==> src/rtl/gmdfs_pkg.sv <==
// Shared types and constants of the grid maze path search block.
package gmdfs_pkg;

   localparam int GRID_SIDE = 8;
   localparam int CELLS     = GRID_SIDE * GRID_SIDE;
   localparam int COORD_W   = 3;
   localparam int CELL_W    = $clog2(CELLS);
   localparam int DEPTH_W   = CELL_W + 1;
   localparam int DIR_W     = 3;
   localparam int CSR_IDX_W = 2;
   localparam int CSR_W     = 64;
   localparam int LENGTH_W  = 7;

   localparam logic [CSR_IDX_W-1:0] CSR_WALL_MAP = 2'd0;
   localparam logic [CSR_IDX_W-1:0] CSR_GOAL_ROW = 2'd1;
   localparam logic [CSR_IDX_W-1:0] CSR_GOAL_COL = 2'd2;

   localparam logic [COORD_W-1:0] GOAL_ROW_RESET = 3'd5;
   localparam logic [COORD_W-1:0] GOAL_COL_RESET = 3'd3;

   typedef logic [COORD_W-1:0] coord_type;
   typedef logic [CELL_W-1:0]  cell_type;
   typedef logic [DEPTH_W-1:0] depth_type;
   typedef logic [DIR_W-1:0]   dir_type;
   typedef logic [CELLS-1:0]   grid_map_type;

   typedef struct packed {
      dir_type  dir;
      cell_type cell_idx;
   } stack_entry_type;

   function automatic cell_type cell_of(coord_type row, coord_type col);
      return CELL_W'(int'(row) * GRID_SIDE + int'(col));
   endfunction

endpackage

==> src/rtl/gmdfs_if.sv <==
// Valid/ready channel interfaces for start words and result words.
interface gmdfs_req_if;
   import gmdfs_pkg::*;
   logic      valid;
   logic      ready;
   coord_type start_row;
   coord_type start_col;

   modport source (output valid, output start_row, output start_col, input ready);
   modport sink (input valid, input start_row, input start_col, output ready);
endinterface

interface gmdfs_rsp_if;
   import gmdfs_pkg::*;
   logic                valid;
   logic                ready;
   logic                found;
   grid_map_type        path_map;
   logic [LENGTH_W-1:0] path_length;

   modport source (output valid, output found, output path_map, output path_length,
                   input ready);
   modport sink (input valid, input found, input path_map, input path_length,
                 output ready);
endinterface

==> src/rtl/gmdfs_ram.sv <==
// Generic single write port, single read port RAM with registered read data.
module gmdfs_ram #(
   parameter int WIDTH = 8,
   parameter int DEPTH = 64
) (
   input  logic                     clock,
   input  logic                     wr_en,
   input  logic [$clog2(DEPTH)-1:0] wr_addr,
   input  logic [WIDTH-1:0]         wr_data,
   input  logic                     rd_en,
   input  logic [$clog2(DEPTH)-1:0] rd_addr,
   output logic [WIDTH-1:0]         rd_data
);

   logic [WIDTH-1:0] mem_ff [DEPTH];
   logic [WIDTH-1:0] rd_data_ff;

   always_ff @(posedge clock) begin
      if (wr_en) begin
         mem_ff[wr_addr] <= wr_data;
      end
      if (rd_en) begin
         rd_data_ff <= mem_ff[rd_addr];
      end
   end

   assign rd_data = rd_data_ff;

endmodule

==> src/rtl/grid_maze_dfs_path_search_top.sv <==
// Top level of the grid maze path search block: sequencer, path state and result register.
//
// The block searches an 8 x 8 grid for a path from a start cell to a goal cell
// by backtracking depth-first search, trying neighbors down, right, up, left.
// The req channel carries one start word (start_row, start_col). The rsp channel
// returns one result word per start word: found, path_map and path_length.
// The csr port writes the wall map (index 0), the goal row (1) and the goal
// column (2); it must be written by the user only while the block is idle; the
// block itself does not enforce this. One stack step is done per cycle: a neighbor
// try, a push, or a pop. A pop also passes through the ST_POP state, which reads
// the entry below from the stack RAM. The next start word is taken only after the
// result is in the output register.
// The result register holds its word while rsp is stalled; a finished search
// waits for it to drain before the block is ready again.
// Reset is synchronous and active high; it sets the wall map to zero, the goal
// to row 5, column 3, and empties the sequencer and the output register.
module grid_maze_dfs_path_search_top (
   input  logic                             clock,
   input  logic                             reset,
   gmdfs_req_if.sink                        req_ch,
   gmdfs_rsp_if.source                      rsp_ch,
   input  logic                             csr_we,
   input  logic [gmdfs_pkg::CSR_IDX_W-1:0]  csr_index,
   input  logic [gmdfs_pkg::CSR_W-1:0]      csr_wdata
);
   import gmdfs_pkg::*;

   localparam logic [2:0] ST_IDLE  = 3'd0;
   localparam logic [2:0] ST_START = 3'd1;
   localparam logic [2:0] ST_STEP  = 3'd2;
   localparam logic [2:0] ST_POP   = 3'd3;
   localparam logic [2:0] ST_DONE  = 3'd4;

   localparam dir_type DIR_DOWN  = 3'd0;
   localparam dir_type DIR_RIGHT = 3'd1;
   localparam dir_type DIR_UP    = 3'd2;
   localparam dir_type DIR_LEFT  = 3'd3;
   localparam dir_type DIR_SPENT = 3'd4;

   localparam coord_type EDGE_LAST = COORD_W'(GRID_SIDE - 1);
   localparam int SLOT_W = $clog2(CELLS);

   logic [2:0]          state_ff, state_in;
   grid_map_type        wall_map_ff;
   coord_type           goal_row_ff, goal_col_ff;
   coord_type           start_row_ff, start_row_in;
   coord_type           start_col_ff, start_col_in;
   grid_map_type        on_path_ff, on_path_in;
   grid_map_type        dead_ff, dead_in;
   depth_type           depth_ff, depth_in;
   cell_type            top_cell_ff, top_cell_in;
   dir_type             top_dir_ff, top_dir_in;
   logic                found_ff, found_in;
   logic                rsp_valid_ff, rsp_valid_in;
   logic                rsp_found_ff, rsp_found_in;
   grid_map_type        rsp_path_ff, rsp_path_in;
   logic [LENGTH_W-1:0] rsp_length_ff, rsp_length_in;

   coord_type           cur_row, cur_col, nb_row, nb_col;
   logic                nb_inside, nb_goal, nb_open;
   cell_type            nb_cell, start_cell, goal_cell;
   grid_map_type        blocked;
   stack_entry_type     push_entry, pop_entry;
   logic                ram_we, ram_re;
   logic [SLOT_W-1:0]   ram_wr_addr, ram_rd_addr;
   logic [$bits(stack_entry_type)-1:0] ram_rd_data;

   gmdfs_ram #(
      .WIDTH ($bits(stack_entry_type)),
      .DEPTH (CELLS)
   ) u_stack (
      .clock   (clock),
      .wr_en   (ram_we),
      .wr_addr (ram_wr_addr),
      .wr_data (push_entry),
      .rd_en   (ram_re),
      .rd_addr (ram_rd_addr),
      .rd_data (ram_rd_data)
   );

   assign pop_entry   = stack_entry_type'(ram_rd_data);
   assign ram_wr_addr = SLOT_W'(depth_ff - depth_type'(1));
   assign ram_rd_addr = SLOT_W'(depth_ff - depth_type'(2));
   assign push_entry  = '{dir: top_dir_ff + dir_type'(1), cell_idx: top_cell_ff};

   assign cur_row    = COORD_W'(top_cell_ff / GRID_SIDE);
   assign cur_col    = COORD_W'(top_cell_ff % GRID_SIDE);
   assign start_cell = cell_of(start_row_ff, start_col_ff);
   assign goal_cell  = cell_of(goal_row_ff, goal_col_ff);
   assign blocked    = wall_map_ff | on_path_ff | dead_ff;

   always_comb begin
      nb_row    = cur_row;
      nb_col    = cur_col;
      nb_inside = 1'b0;
      unique case (top_dir_ff)
         DIR_DOWN: begin
            nb_row    = cur_row + coord_type'(1);
            nb_inside = (cur_row != EDGE_LAST);
         end
         DIR_RIGHT: begin
            nb_col    = cur_col + coord_type'(1);
            nb_inside = (cur_col != EDGE_LAST);
         end
         DIR_UP: begin
            nb_row    = cur_row - coord_type'(1);
            nb_inside = (cur_row != '0);
         end
         DIR_LEFT: begin
            nb_col    = cur_col - coord_type'(1);
            nb_inside = (cur_col != '0);
         end
         default: begin
            nb_inside = 1'b0;
         end
      endcase
   end

   assign nb_cell = cell_of(nb_row, nb_col);
   assign nb_goal = nb_inside && (nb_row == goal_row_ff) && (nb_col == goal_col_ff);
   assign nb_open = nb_inside && !blocked[nb_cell] && !depth_ff[DEPTH_W-1];

   always_comb begin
      state_in      = state_ff;
      start_row_in  = start_row_ff;
      start_col_in  = start_col_ff;
      on_path_in    = on_path_ff;
      dead_in       = dead_ff;
      depth_in      = depth_ff;
      top_cell_in   = top_cell_ff;
      top_dir_in    = top_dir_ff;
      found_in      = found_ff;
      rsp_found_in  = rsp_found_ff;
      rsp_path_in   = rsp_path_ff;
      rsp_length_in = rsp_length_ff;
      rsp_valid_in  = rsp_valid_ff && !rsp_ch.ready;
      ram_we        = 1'b0;
      ram_re        = 1'b0;
      unique case (state_ff)
         ST_IDLE: begin
            if (req_ch.valid) begin
               start_row_in = req_ch.start_row;
               start_col_in = req_ch.start_col;
               on_path_in   = '0;
               dead_in      = '0;
               depth_in     = '0;
               found_in     = 1'b0;
               state_in     = ST_START;
            end
         end
         ST_START: begin
            if (start_row_ff == goal_row_ff && start_col_ff == goal_col_ff) begin
               found_in = 1'b1;
               state_in = ST_DONE;
            end else if (wall_map_ff[start_cell]) begin
               state_in = ST_DONE;
            end else begin
               top_cell_in             = start_cell;
               top_dir_in              = DIR_DOWN;
               depth_in                = depth_type'(1);
               on_path_in[start_cell]  = 1'b1;
               state_in                = ST_STEP;
            end
         end
         ST_STEP: begin
            if (top_dir_ff == DIR_SPENT) begin
               on_path_in[top_cell_ff] = 1'b0;
               dead_in[top_cell_ff]    = 1'b1;
               depth_in                = depth_ff - depth_type'(1);
               if (depth_ff == depth_type'(1)) begin
                  state_in = ST_DONE;
               end else begin
                  ram_re   = 1'b1;
                  state_in = ST_POP;
               end
            end else begin
               top_dir_in = top_dir_ff + dir_type'(1);
               if (nb_goal) begin
                  found_in = 1'b1;
                  state_in = ST_DONE;
               end else if (nb_open) begin
                  ram_we              = 1'b1;
                  top_cell_in         = nb_cell;
                  top_dir_in          = DIR_DOWN;
                  depth_in            = depth_ff + depth_type'(1);
                  on_path_in[nb_cell] = 1'b1;
               end
            end
         end
         ST_POP: begin
            top_cell_in = pop_entry.cell_idx;
            top_dir_in  = pop_entry.dir;
            state_in    = ST_STEP;
         end
         ST_DONE: begin
            if (!rsp_valid_ff || rsp_ch.ready) begin
               rsp_valid_in  = 1'b1;
               rsp_found_in  = found_ff;
               rsp_path_in   = found_ff ? (on_path_ff | (grid_map_type'(1) << goal_cell)) : '0;
               rsp_length_in = found_ff ? LENGTH_W'(depth_ff) : '0;
               state_in      = ST_IDLE;
            end
         end
         default: begin
            state_in = ST_IDLE;
         end
      endcase
   end

   always_ff @(posedge clock) begin
      if (reset) begin
         state_ff     <= ST_IDLE;
         depth_ff     <= '0;
         rsp_valid_ff <= 1'b0;
         found_ff     <= 1'b0;
      end else begin
         state_ff     <= state_in;
         depth_ff     <= depth_in;
         rsp_valid_ff <= rsp_valid_in;
         found_ff     <= found_in;
      end
   end

   always_ff @(posedge clock) begin
      if (reset) begin
         wall_map_ff <= '0;
         goal_row_ff <= GOAL_ROW_RESET;
         goal_col_ff <= GOAL_COL_RESET;
      end else if (csr_we) begin
         unique case (csr_index)
            CSR_WALL_MAP: wall_map_ff <= csr_wdata;
            CSR_GOAL_ROW: goal_row_ff <= csr_wdata[COORD_W-1:0];
            CSR_GOAL_COL: goal_col_ff <= csr_wdata[COORD_W-1:0];
            default: begin
            end
         endcase
      end
   end

   always_ff @(posedge clock) begin
      start_row_ff  <= start_row_in;
      start_col_ff  <= start_col_in;
      on_path_ff    <= on_path_in;
      dead_ff       <= dead_in;
      top_cell_ff   <= top_cell_in;
      top_dir_ff    <= top_dir_in;
      rsp_found_ff  <= rsp_found_in;
      rsp_path_ff   <= rsp_path_in;
      rsp_length_ff <= rsp_length_in;
   end

   assign req_ch.ready       = (state_ff == ST_IDLE);
   assign rsp_ch.valid       = rsp_valid_ff;
   assign rsp_ch.found       = rsp_found_ff;
   assign rsp_ch.path_map    = rsp_path_ff;
   assign rsp_ch.path_length = rsp_length_ff;

`ifndef SYNTHESIS
   // The stack is never empty while the sequencer expands or pops.
   assert property (@(posedge clock) disable iff (reset)
      (state_ff == ST_STEP || state_ff == ST_POP) |-> depth_ff != '0)
      else $error("stack empty during search step");

   // A cell is never both on the path and marked as a dead end.
   assert property (@(posedge clock) disable iff (reset)
      (state_ff == ST_STEP || state_ff == ST_POP || state_ff == ST_DONE)
         |-> (on_path_ff & dead_ff) == '0)
      else $error("cell both on path and dead");

   // A found path holds one more cell than its length, the goal.
   assert property (@(posedge clock) disable iff (reset)
      (rsp_valid_ff && rsp_found_ff)
         |-> $countones(rsp_path_ff) == int'(rsp_length_ff) + 1)
      else $error("path length does not match path map");

   // A failed search reports an empty path.
   assert property (@(posedge clock) disable iff (reset)
      (rsp_valid_ff && !rsp_found_ff) |-> (rsp_path_ff == '0 && rsp_length_ff == '0))
      else $error("failed search with non-empty path");

   // An accepted start word always begins a search in the next cycle.
   assert property (@(posedge clock) disable iff (reset)
      (req_ch.valid && req_ch.ready) |=> state_ff == ST_START)
      else $error("accepted start word did not begin a search");
`endif

endmodule

==> src/flat_wrapper.sv <==
// flat-port wrapper written by rule: the top's interface ports become plain ports
module grid_maze_dfs_path_search_top_flat import gmdfs_pkg::*;
  (clock, reset, csr_we, csr_index, csr_wdata, req_ch_valid, req_ch_start_row, req_ch_start_col, req_ch_ready, rsp_ch_valid, rsp_ch_found, rsp_ch_path_map, rsp_ch_path_length, rsp_ch_ready);
  gmdfs_req_if req_ch_i ();
  gmdfs_rsp_if rsp_ch_i ();
  input  logic clock;
  input  logic reset;
  input  logic csr_we;
  input  logic [gmdfs_pkg::CSR_IDX_W-1:0] csr_index;
  input  logic [gmdfs_pkg::CSR_W-1:0] csr_wdata;
  input wire logic [$bits(req_ch_i.valid)-1:0] req_ch_valid;
  input wire logic [$bits(req_ch_i.start_row)-1:0] req_ch_start_row;
  input wire logic [$bits(req_ch_i.start_col)-1:0] req_ch_start_col;
  output wire logic [$bits(req_ch_i.ready)-1:0] req_ch_ready;
  output wire logic [$bits(rsp_ch_i.valid)-1:0] rsp_ch_valid;
  output wire logic [$bits(rsp_ch_i.found)-1:0] rsp_ch_found;
  output wire logic [$bits(rsp_ch_i.path_map)-1:0] rsp_ch_path_map;
  output wire logic [$bits(rsp_ch_i.path_length)-1:0] rsp_ch_path_length;
  input wire logic [$bits(rsp_ch_i.ready)-1:0] rsp_ch_ready;
  assign req_ch_i.valid = req_ch_valid;
  assign req_ch_i.start_row = req_ch_start_row;
  assign req_ch_i.start_col = req_ch_start_col;
  assign req_ch_ready = req_ch_i.ready;
  assign rsp_ch_valid = rsp_ch_i.valid;
  assign rsp_ch_found = rsp_ch_i.found;
  assign rsp_ch_path_map = rsp_ch_i.path_map;
  assign rsp_ch_path_length = rsp_ch_i.path_length;
  assign rsp_ch_i.ready = rsp_ch_ready;
  grid_maze_dfs_path_search_top u_core (.clock(clock), .reset(reset), .req_ch(req_ch_i), .rsp_ch(rsp_ch_i), .csr_we(csr_we), .csr_index(csr_index), .csr_wdata(csr_wdata));
endmodule
==> config.mk <==
export PLATFORM = sky130hd
export DESIGN_NAME = grid_maze_dfs_path_search_top_flat
export DESIGN_NICKNAME = d
export VERILOG_FILES = /design/src/rtl/gmdfs_pkg.sv /design/src/rtl/gmdfs_if.sv /design/src/rtl/gmdfs_ram.sv /design/src/rtl/grid_maze_dfs_path_search_top.sv /design/src/flat_wrapper.sv
export SDC_FILE = /design/constraint.sdc
export NUM_CORES = 1
export LEC_CHECK = 0
export BUFFER_PORTS_ARGS = -buffer_cell sky130_fd_sc_hd__buf_2
export CAP_MARGIN = 20
export CORE_MARGIN = 2
export CORE_UTILIZATION = 45
export CTS_BUF_LIST = sky130_fd_sc_hd__clkbuf_4
export DETAILED_ROUTE_END_ITERATION = 10
export GPL_ROUTABILITY_DRIVEN = 0
export HOLD_SLACK_MARGIN = 0.15
export SYNTH_ARGS = -nofsm -noshare
export SYNTH_HDL_FRONTEND = slang
export SYNTH_SLANG_ARGS = --single-unit
==> constraint.sdc <==
create_clock -name clock -period 6.1 [get_ports clock]
set_input_delay 0.305 -clock clock [delete_from_list [all_inputs] [get_ports clock]]
set_output_delay 0.305 -clock clock [all_outputs]
set_load 0.1 [all_outputs]
-- Word-level counts from Yosys, hierarchy flattened
Memories as Yosys holds them, arrays and structs flattened. A register that Yosys moved wholly into a read port is not among the register bits.
Index checks and enable logic that the tools add are counted.
- RAM bits: 576
- bits in registers: 297
- memories kept: 1
- output and inout bits: 74
- input bits: 77
- logic and storage cells: 171
- memory list (name ; depth ; bits a word ; rd ports ; clocked after memory_dff ; write ports ; line ; RTL):
    u_core.u_stack.mem_ff ; 64 ; 9 ; 1 ; 1 ; 1 ; gmdfs_ram.sv:15 ; logic [WIDTH-1:0] mem_ff [DEPTH];
- shifts and indexed selects: 1
- add/sub/neg operators: 11
- bitwise operators: 8
- order comparisons: 6
- reduce and logical (&&, ||, !) cells: 33
- muxes and demuxes: 65
- equal/unequal tests: 30
- operators by type and width (operator ; count):
    64-bit 2-to-1 mux ; 7
    64-bit OR ; 6
    64-bit one-hot mux with 3 select lines ; 1
    64-bit one-hot mux with 2 select lines ; 1
    64-bit bitwise AND ; 1
    64-bit NOT ; 1
    1-bit by 6-bit left shift with 64-bit output (first input constant) ; 1
    7-bit 2-to-1 mux ; 6
    3-bit 2-to-1 mux ; 12
    6-bit 2-to-1 mux ; 5
    6-bit by 7-bit less-than comparator with 1-bit output (second input constant) ; 3
    7-bit one-hot mux with 3 select lines ; 1
    1-bit 2-to-1 mux ; 20
    6-bit by 3-bit adder with 6-bit output ; 3
    1-bit demux with 6-bit select ; 3
    6-bit by 1-bit >= comparator with 1-bit output (second input constant) ; 3
    6-bit one-hot mux with 3 select lines ; 1
    3-bit one-hot mux with 5 select lines ; 1
    1-bit binary-select mux with 6-bit select ; 2
    3-bit by 2-bit == test with 1-bit output (second input constant) ; 4
    3-bit == test ; 4
    3-bit one-hot mux with 2 select lines ; 2
    6-bit AND reduction ; 2
    3-bit nonzero test ; 4
    other kinds (27) ; 60

-- Longest topological paths before layout
Gate-level depths: netlist of run 1.
- depth after elaboration: 14
- gate-level depth with buffers: 16
- mapped depth without buffers: 14

-- Modules after synthesis
From an unflattened synthesis of run 1, not the netlist that was laid out.
- cell total of the unflattened synthesis: 2727
- area, all modules: 38564.5 µm²
- modules (own cells, without submodules) (module ; area an instance (µm²) ; cells an instance ; instances ; sequential area each (µm²)):
    gmdfs_ram ; 22763.1 ; 1026 ; 1 ; 17566.8
    grid_maze_dfs_path_search_top ; 15801.4 ; 1701 ; 1 ; 8097.8

-- Worst setup path after synthesis of run 1
Ideal clock, no wire load.
- path type: register to register
- start: register u_core.top_cell_ff[1]
- end: register u_core.depth_ff[3]
- setup slack: 0.373 ns
- clock period less this slack: 5.727 ns
- data required time: 5.972 ns
- cell stages (with the launch flop): 12
- arrival time: 5.599 ns
- path buffers: 1
- setup time: 0.128 ns
- cell sequence: edfxtp_1 > fa_1 > and4bb_1 > o21a_1 > or2_1 > buf_6 > o211a_1 > o41a_1 > a2111oi_2 > nand4_1 > nand2_1 > mux2_2
- cells in the longest elaborated chain, start to end: 10
- elaborated cells on any way between the ends: 18
- those cells by class: add/sub: 3; eq/ne: 4; mux: 4; reduce/logical: 7
- RTL lines (element ; line ; RTL):
    start, declared ; grid_maze_dfs_path_search_top.sv:51 ; cell_type top_cell_ff, top_cell_in;
    start signal, assigned ; grid_maze_dfs_path_search_top.sv:245 ; top_cell_ff <= top_cell_in;
    3-bit by 1-bit subtractor with 3-bit output / 3-bit by 1-bit adder with 3-bit output (equally long branches) ; grid_maze_dfs_path_search_top.sv:110, grid_maze_dfs_path_search_top.sv:102 ;
    3-bit one-hot mux with 2 select lines ; grid_maze_dfs_path_search_top.sv:96 ; unique case (top_dir_ff)
    6-bit by 3-bit adder with 6-bit output ; gmdfs_pkg.sv:33 ; return CELL_W'(int'(row) * GRID_SIDE + int'(col));
    1-bit binary-select mux with 6-bit select ; grid_maze_dfs_path_search_top.sv:121 ; assign nb_open = nb_inside && !blocked[nb_cell] && !depth_ff[DEPTH_W-1];
    1-bit 2-to-1 mux (implied by the code) ; grid_maze_dfs_path_search_top.sv:121 ;
    1-bit zero test ; grid_maze_dfs_path_search_top.sv:121 ;
    1-bit logical AND (2 in a row) ; grid_maze_dfs_path_search_top.sv:121 ;
    3-bit by 1-bit inequality test with 1-bit output (no source line) ; n/a ;
    6-bit AND reduction (no source line) * ; n/a ;
    end signal, assigned ; grid_maze_dfs_path_search_top.sv:218 ; depth_ff <= depth_in;
    end, declared ; grid_maze_dfs_path_search_top.sv:50 ; depth_type depth_ff, depth_in;
Mark *: on every way between the ends. The rest lies on a longest branch, timed or not. The select of a mux whose other input is x is not followed.
A chain may end at the register's enable or synchronous reset.

-- Final worst setup path of run 1
- start: register u_core.top_dir_ff[0]
- end: memory u_core.u_stack.mem_ff[22][0] in the netlist's numbering (enable)
- cells in the longest elaborated chain, start to end: 14
- elaborated cells on any way between the ends: 24
- those cells by class: add/sub: 1; eq/ne: 6; mux: 11; reduce/logical: 6
- RTL lines (element ; line ; RTL):
    start, declared ; grid_maze_dfs_path_search_top.sv:52 ; dir_type top_dir_ff, top_dir_in;
    start signal, assigned ; grid_maze_dfs_path_search_top.sv:246 ; top_dir_ff <= top_dir_in;
    3-bit by 2-bit == test with 1-bit output, or another cell as far along ; grid_maze_dfs_path_search_top.sv:96 ;
    3-bit one-hot mux with 2 select lines ; grid_maze_dfs_path_search_top.sv:96 ;
    6-bit by 3-bit adder with 6-bit output ; gmdfs_pkg.sv:33 ;
    1-bit binary-select mux with 6-bit select ; grid_maze_dfs_path_search_top.sv:121 ;
    1-bit 2-to-1 mux (implied by the code) ; grid_maze_dfs_path_search_top.sv:121 ;
    1-bit zero test ; grid_maze_dfs_path_search_top.sv:121 ;
    1-bit logical AND (2 in a row) ; grid_maze_dfs_path_search_top.sv:121 ;
    1-bit 2-to-1 mux ; grid_maze_dfs_path_search_top.sv:181 ; end else if (nb_open) begin
    1-bit 2-to-1 mux ; grid_maze_dfs_path_search_top.sv:178 ; if (nb_goal) begin
    1-bit 2-to-1 mux * ; grid_maze_dfs_path_search_top.sv:166 ; if (top_dir_ff == DIR_SPENT) begin
    1-bit 2-to-1 mux * ; grid_maze_dfs_path_search_top.sv:139 ; unique case (state_ff)
    1-bit 2-to-1 mux * ; gmdfs_ram.sv:19 ; if (wr_en) begin
    1-bit 2-to-1 mux (implied by the code) * ; gmdfs_ram.sv:20 ; mem_ff[wr_addr] <= wr_data;
    end, declared ; gmdfs_ram.sv:15 ;
Marked as above.

==> flow_metrics.env, run 1 <==
export IMPL_critPathArrivalTime_ns=6.67
export IMPL_setup_tns_ns=0
export IMPL_grt_max_degree=103
export IMPL_final_cell_mix="800 x edfxtp_1, 323 x clkbuf_4, 266 x dlygate4sd3_1, 204 x nand2_1, 198 x a21oi_1"
export IMPL_clk_root_buffer_cell="clkbuf_4"
export IMPL_cts_tree="built"
export IMPL_wl_per_cell_um=28.5
export IMPL_drive_above_1_share=0.267
export IMPL_ir_worst_vdd_uv=227
export IMPL_holdPathStages=5
export IMPL_rows=106
export IMPL_drt_first_pass_iters=7
export IMPL_synth_nets=2636
export IMPL_grt_pass1_wl_um=182000
export IMPL_slowest_delay_ns=0.62
export IMPL_synth_cell_types=76
export IMPL_cp_max_fo=17
export IMPL_syn_instance_count=2546
export IMPL_power_density_nw_per_um2=362
export IMPL_fin_area_um2=46300
export IMPL_reg2reg_depth=12
export IMPL_start_kind="flip-flop"
export IMPL_path_clk_slew_ns=0.07
export IMPL_numCtsBuffers=220
export IMPL_fmax_mhz=168
export IMPL_io_pins=151
export IMPL_end_kind="flip-flop"
export IMPL_port_buffer_count=150
export IMPL_yosys_area_top_type_share=0.630
export IMPL_setup_violations=0
export IMPL_dpl_cell_area_um2=40600
export IMPL_netlist_area_um2=38100
export IMPL_p_leak_nw=15.5
export IMPL_hold_start="csr_we"
export IMPL_rsz0062_at_grt="true"
export IMPL_first_global_vias=27200
export IMPL_hp_class="in -> reg"
export IMPL_track_usage=0.293
export IMPL_vias_per_cell=6.08
export IMPL_final_common_cell="edfxtp_1"
export IMPL_worst_pin_slew_ns=1.28
export IMPL_cts_htree_levels=4
export IMPL_die_h_um=295
export IMPL_fin_crit_sh=0.973
export IMPL_utilization=0.552
export IMPL_ys_warn_count=0
export IMPL_die_area_um2=87100
export IMPL_synth_area_leaders="edfxtp_1 63%, mux4_2 11%, dfxtp_1 4.3%"
export IMPL_rr_endpoint="u_core.u_stack.mem_ff[22][0]$_DFFE_PP_"
export IMPL_vias=27000
export IMPL_dr_first_iter_drc_count=3602
export IMPL_cp_common_cell="ha_1"
export IMPL_layout_min_cycle_time_ns=5.94
export IMPL_grt_overflow_total=0
export IMPL_cp_slowest_cell="nor2_1"
export IMPL_cp_cell_sequence="ha_1 -> ha_1 -> fa_1 -> and4bb_1 -> o21a_1 -> or2_1 -> o211a_1 -> o41a_1 -> a2111oi_2 -> nand4_2 -> or2_2 -> nor2_1"
export IMPL_area_growth_pct=21.3
export IMPL_slew_headroom=0.146
export IMPL_maxCapViolations=0
export IMPL_design_final_nets=3217
export IMPL_ant_nets=0
export IMPL_worstSetupPathType="reg -> reg"
export IMPL_max_clock_path_buffers=3
export IMPL_crit_required_ns=6.84
export IMPL_status="finished clean"
export IMPL_clk_latency_ns=1.15
export IMPL_fin_skew_ns=0.0916
export IMPL_die_w_um=295
export IMPL_avgSynthCellArea_um2=15.0
export IMPL_synth_flop_cell="edfxtp_1"
export IMPL_wirelength_um=127000
export IMPL_r2r_slack_ns=0.16
export IMPL_core_area_um2=83800
export IMPL_async_flop_share=0
export IMPL_timing_hold_violations_final=0
export IMPL_synth_edf_count=800
export IMPL_ys_seq_area_frac=0.673
export IMPL_reg2reg_from="u_core.top_dir_ff[0]$_DFFE_PP_"
export IMPL_ys_ff_latch=882
export IMPL_clkSinkCount=882
export IMPL_dpl_hpwl_um=80700
export IMPL_finalMaxSlewViolations=0
export IMPL_worstHoldEndpoint="u_core.goal_row_ff[2]$_SDFFE_PP1P_"
export IMPL_antenna_found_initial=12
export IMPL_initial_utilization=0.455
export IMPL_drc_errors=0
export IMPL_yosysTopAreaCell="edfxtp_1"
-- sequential cells by signal, indices dropped and copies added, names as in the netlist --
register	cells
u_core.dead_ff	64
u_core.depth_ff	7
u_core.found_ff	1
u_core.goal_col_ff	3
u_core.goal_row_ff	3
u_core.on_path_ff	64
u_core.rsp_ch.found	1
u_core.rsp_ch.path_length	7
u_core.rsp_ch.path_map	64
u_core.rsp_ch.valid	1
u_core.start_col_ff	3
u_core.start_row_ff	3
u_core.state_ff	3
u_core.top_cell_ff	6
u_core.top_dir_ff	3
u_core.u_stack.mem_ff	576
u_core.u_stack.rd_data	9
u_core.wall_map_ff	64
-- power by group --
group	switching, mW	total (mW)	internal, mW	leakage (nW)
logic	2.34	3.64	1.30	5.77
clock network	2.53	5.07	2.55	1.72
registers	0.748	8.03	7.28	8.00
-- worst max-delay path: cells and delay by family, from the launching register on --
kind                       cells  cell delay [ns]
and+or+nand+nor                5             2.37
AOI/OAI and AO/OA              4             1.65
adders and majority gates      3             1.11
DFF                            1             0.47
-- timing repair --
item                                   4_1_cts  5_1_grt
setup buffers                                0        0
resized for setup                            0       13
endpoints found under the hold margin       94        0
hold buffers                               266        0
setup endpoints to repair                    0      198
-- how the worst max path moves through the flow --
stage                                          from                                     end  slack (ns)  depth (start not counted)
floorplan           u_core.top_cell_ff[1]$_DFFE_PP_         u_core.depth_ff[3]$_SDFFE_PP0P_        0.37                         11
global placement     u_core.top_dir_ff[0]$_DFFE_PP_  u_core.u_stack.mem_ff[27][1]$_DFFE_PP_        0.29                         14
detailed placement   u_core.top_dir_ff[0]$_DFFE_PP_  u_core.u_stack.mem_ff[27][2]$_DFFE_PP_        0.14                         14
CTS                  u_core.top_dir_ff[0]$_DFFE_PP_  u_core.u_stack.mem_ff[27][1]$_DFFE_PP_        0.18                         14
global route         u_core.top_dir_ff[0]$_DFFE_PP_  u_core.u_stack.mem_ff[22][0]$_DFFE_PP_       -0.14                         12
finish               u_core.top_dir_ff[0]$_DFFE_PP_  u_core.u_stack.mem_ff[22][0]$_DFFE_PP_        0.16                         12
-- logic make-up (layout without fill, tap and decap cells) --
logic type	after synthesis	in the layout	share of synthesized area
DFF	882	882	0.673
and+or+nand+nor	704	704	0.0869
AOI/OAI and AO/OA	494	494	0.0852
muxes	232	232	0.124
buffers and inverters	195	956	0.0198
xor gates and xnor gates	26	26	0.00637
adders and majority gates	13	13	0.00466
other	0	8	0
-- routing by layer --
layer / vias up / wire [um] / part of all wire / GRT usage
met5: - / 44 / 0.00035 / 0
met4: 6 / 10000 / 0.079 / 0.214
met3: 433 / 11300 / 0.089 / 0.0674
met2: 1789 / 60300 / 0.48 / 0.471
met1: 13400 / 45100 / 0.36 / 0.349
li1: 11400 / - / - / -
-- through the flow --
stage	total power [mW]	std cells	hold WS, ns	setup slack, ns
after global placement	11.5	3766	0.465	0.288
after CTS	16.7	4436	0.167	0.181
after detailed placement	11.5	3768	0.465	0.139
after floorplan	9.90	2546	0.404	0.373
final	16.7	4449	0.312	0.165
after global routing	17.3	4446	0.209	-0.140
-- final cells by class --
| type | count | area (um2) |
|---|---|---|
| Timing Repair Buffer | 533 | 4350 |
| Sequential cell | 882 | 25700 |
| Clock inverter | 80 | 480 |
| Tap cell | 1134 | 1420 |
| Clock buffer | 322 | 2420 |
| Inverter | 21 | 80.1 |
| Antenna cell | 8 | 20.0 |
| Multi-Input combinational cell | 1469 | 11800 |
| Fill cell | 6845 | 37600 |
-- synth_stat cells, types with 9 or more instances --
| cell type | n |
|---|---|
| xor2_1 | 11 |
| o21a_1 | 24 |
| or2_2 | 11 |
| ha_1 | 11 |
| dfxtp_1 | 82 |
| inv_1 | 20 |
| xnor2_1 | 14 |
| mux2_2 | 14 |
| nand2b_1 | 14 |
| clkbuf_1 | 140 |
| buf_1 | 26 |
| a21oi_1 | 198 |
| a211oi_1 | 58 |
| a2111oi_0 | 9 |
| o21ai_0 | 52 |
| nor2_1 | 203 |
| a22oi_1 | 11 |
| or3_1 | 21 |
| nand3_1 | 33 |
| nor2b_1 | 51 |
| and2_1 | 17 |
| nand2_1 | 205 |
| mux2i_1 | 27 |
| nor3b_1 | 9 |
| a221oi_1 | 56 |
| edfxtp_1 | 800 |
| mux4_2 | 191 |
| nor3_1 | 85 |
| and3_1 | 15 |
| o211a_1 | 13 |
(Power assumes the default switching activity.)
==> run 2, diff against run 1 <==
--- a/config.mk
+++ b/config.mk
@@ -5,7 +5,7 @@
 export SDC_FILE = /design/constraint.sdc
 export NUM_CORES = 1
 export LEC_CHECK = 0
-export BUFFER_PORTS_ARGS = -buffer_cell sky130_fd_sc_hd__buf_2
+export BUFFER_PORTS_ARGS = -buffer_cell sky130_fd_sc_hd__buf_4
 export CAP_MARGIN = 20
 export CORE_MARGIN = 2
 export CORE_UTILIZATION = 45
==> run 2 against run 1 <==
Clock power shrank 1%; critical path depth grew 1; sequential share of layout area down 0.52 points; global-route usage shrank 0.11 points; core utilization rose by 0.53 points; via count up 0.14%; first-iteration DRC count up 4.0%; largest cell class unchanged; largest power group unchanged.
==> flow_metrics.env, run 2 (synthesis gave the netlist of run 1 again) <==
export IMPL_area_growth_pct=22.5
export IMPL_largest_register_ffs=576
export IMPL_power_density_nw_per_um2=358
export IMPL_cp_endpoint="u_core.u_stack.mem_ff[17][8]$_DFFE_PP_"
export IMPL_largest_register="u_core.u_stack.mem_ff"
export IMPL_start_kind="flip-flop"
export IMPL_cts_htree_levels=4
export IMPL_core_area_um2=83800
export IMPL_utilization=0.557
export IMPL_final_common_cell="edfxtp_1"
export IMPL_hp_class="in -> reg"
export IMPL_ir_worst_vdd_uv=199
export IMPL_grt_overflow_total=0
export IMPL_numCtsBuffers=219
export IMPL_r2r_slack_ns=0.02
export IMPL_first_global_vias=27300
export IMPL_reg2reg_from="u_core.top_dir_ff[0]$_DFFE_PP_"
export IMPL_crit_required_ns=6.80
export IMPL_ant_nets=0
export IMPL_die_area_um2=87100
export IMPL_io_pins=151
export IMPL_clk_latency_ns=1.13
export IMPL_critPathArrivalTime_ns=6.78
export IMPL_vias_per_cell=6.09
export IMPL_worst_pin_slew_ns=1.33
export IMPL_fin_skew_ns=0.0681
export IMPL_cp_slowest_cell="and4_1"
export IMPL_cp_cell_sequence="ha_1 -> ha_1 -> fa_1 -> and4bb_1 -> o21a_1 -> or2_1 -> o211a_1 -> o41a_1 -> a2111oi_2 -> and4_1 -> nand4_1 -> buf_4 -> nor2_1"
export IMPL_maxCapViolations=0
export IMPL_slowest_delay_ns=0.63
export IMPL_rows=106
export IMPL_final_cell_mix="800 x edfxtp_1, 315 x clkbuf_4, 275 x dlygate4sd3_1, 258 x buf_4, 204 x nand2_1"
export IMPL_rsz0062_at_grt="true"
export IMPL_cp_num_buf_inv=1
export IMPL_worstSetupPathType="reg -> reg"
export IMPL_rr_endpoint="u_core.u_stack.mem_ff[17][8]$_DFFE_PP_"
export IMPL_finalMaxSlewViolations=0
export IMPL_grt_pass1_wl_um=182000
export IMPL_wl_per_cell_um=28.5
export IMPL_crit_family="simple AND/OR/NAND/NOR gates"
export IMPL_crit_cells=13
export IMPL_design_final_nets=3224
export IMPL_multiInputGateArea_um2=11800
export IMPL_regArea_um2=25700
export IMPL_cp_max_fo=17
export IMPL_drc_errors=0
export IMPL_p_total_mw=16.7
export IMPL_die_h_um=295
export IMPL_cp_common_cell="ha_1"
export IMPL_status="finished clean"
export IMPL_cts_setup_buffers=0
export IMPL_dpl_hpwl_um=81200
export IMPL_fillers=6762
export IMPL_drive_above_1_share=0.263
export IMPL_initial_utilization=0.455
export IMPL_clkSinkCount=882
export IMPL_track_usage=0.292
export IMPL_port_buffer_count=150
export IMPL_setup_violations=0
export IMPL_die_w_um=295
export IMPL_path_clk_slew_ns=0.08
export IMPL_slew_headroom=0.109
export IMPL_wirelength_um=127000
export IMPL_clk_root_buffer_cell="clkbuf_4"
export IMPL_drt_first_pass_iters=8
export IMPL_timing_hold_violations_final=0
export IMPL_vias=27100
export IMPL_grt_max_degree=84
export IMPL_layout_min_cycle_time_ns=6.08
export IMPL_max_clock_path_buffers=3
export IMPL_cts_tree="built"
export IMPL_reg2reg_depth=13
export IMPL_antenna_found_initial=9
export IMPL_fmax_mhz=164
export IMPL_fin_crit_sh=0.997
export IMPL_critPathLaunch="u_core.top_dir_ff[0]$_DFFE_PP_"
export IMPL_dr_first_iter_drc_count=3745
export IMPL_end_kind="flip-flop"
export IMPL_p_leak_nw=15.6
run 2: changes by cell type in the layout (fill, tap and decap cells not counted), moves of 4 or more:
| cell | change |
|---|---|
| clkinv_1 | +4 |
| buf_4 | +149 |
| dlygate4sd3_1 | +9 |
| clkinv_2 | -9 |
| buf_2 | -150 |
| clkbuf_4 | -8 |
run 2: power breakdown:
part	internal (mW)	switching [mW]	total (mW)
sequential	7.28	0.736	8.02
combinational	1.32	2.37	3.69
clock	2.53	2.48	5.01
total	11.1	5.58	16.7
run 2: layer usage:
| metal | up-vias | track usage | part of all wire |
|---|---|---|---|
| li1 | 11400 | - | - |
| met5 | - | 0 | 0.00031 |
| met3 | 428 | 0.0668 | 0.092 |
| met4 | 6 | 0.202 | 0.076 |
| met1 | 13500 | 0.343 | 0.35 |
| met2 | 1751 | 0.480 | 0.48 |
run 2: worst min path at each step:
stage / end / cells past startpoint / from / slack (ns)
CTS: u_core.rsp_ch.valid$_SDFF_PP0_ / 4 / rsp_ch_ready / 0.24
floorplan: u_core.start_col_ff[0]$_DFFE_PP_ / 0 / req_ch_start_col[0] / 0.40
global placement: u_core.wall_map_ff[0]$_SDFFE_PP0P_ / 2 / u_core.wall_map_ff[0]$_SDFFE_PP0P_ / 0.47
detailed placement: u_core.wall_map_ff[1]$_SDFFE_PP0P_ / 2 / u_core.wall_map_ff[1]$_SDFFE_PP0P_ / 0.48
global route: u_core.rsp_ch.valid$_SDFF_PP0_ / 4 / rsp_ch_ready / 0.24
finish: u_core.rsp_ch.valid$_SDFF_PP0_ / 4 / rsp_ch_ready / 0.27
run 2: layout make-up:
class | count | area share
Tap cell | 1134 | 0.0304
Timing Repair Buffer | 541 | 0.103
Clock buffer | 315 | 0.0506
Clock inverter | 76 | 0.0104
Inverter | 21 | 0.00171
Sequential cell | 882 | 0.550
Multi-Input combinational cell | 1469 | 0.253
Antenna cell | 10 | 0.000536
run 2: repair_timing:
action                     CTS  global route
hold buffers               275             0
hold endpoints to repair    94             0
setup endpoints to repair    0           241
gates resized for setup      0            17
run 2: per-stage QoR:
step | setup WS [ns] | TNS [ns] | hold WS (ns) | instances | instance area (um2)
CTS | 0.179 | 0 | 0.236 | 4433 | 46600
global route | -0.159 | -5.49 | 0.242 | 4444 | 46700
detailed placement | 0.142 | 0 | 0.477 | 3767 | 41000
global placement | 0.374 | 0 | 0.467 | 3763 | 40900
finish | 0.0192 | 0 | 0.269 | 4448 | 46700
floorplan | 0.373 | 0 | 0.404 | 2546 | 38100
run 2: worst register-to-register path, stage by stage (launching register included):
cell and delay, ns:
edfxtp_1 0.46, ha_1 0.23, ha_1 0.34, fa_1 0.54, and4bb_1 0.28, o21a_1 0.34, or2_1 0.52, o211a_1 0.32
o41a_1 0.45, a2111oi_2 0.54, and4_1 0.63, nand4_1 0.18, buf_4 0.26, nor2_1 0.60
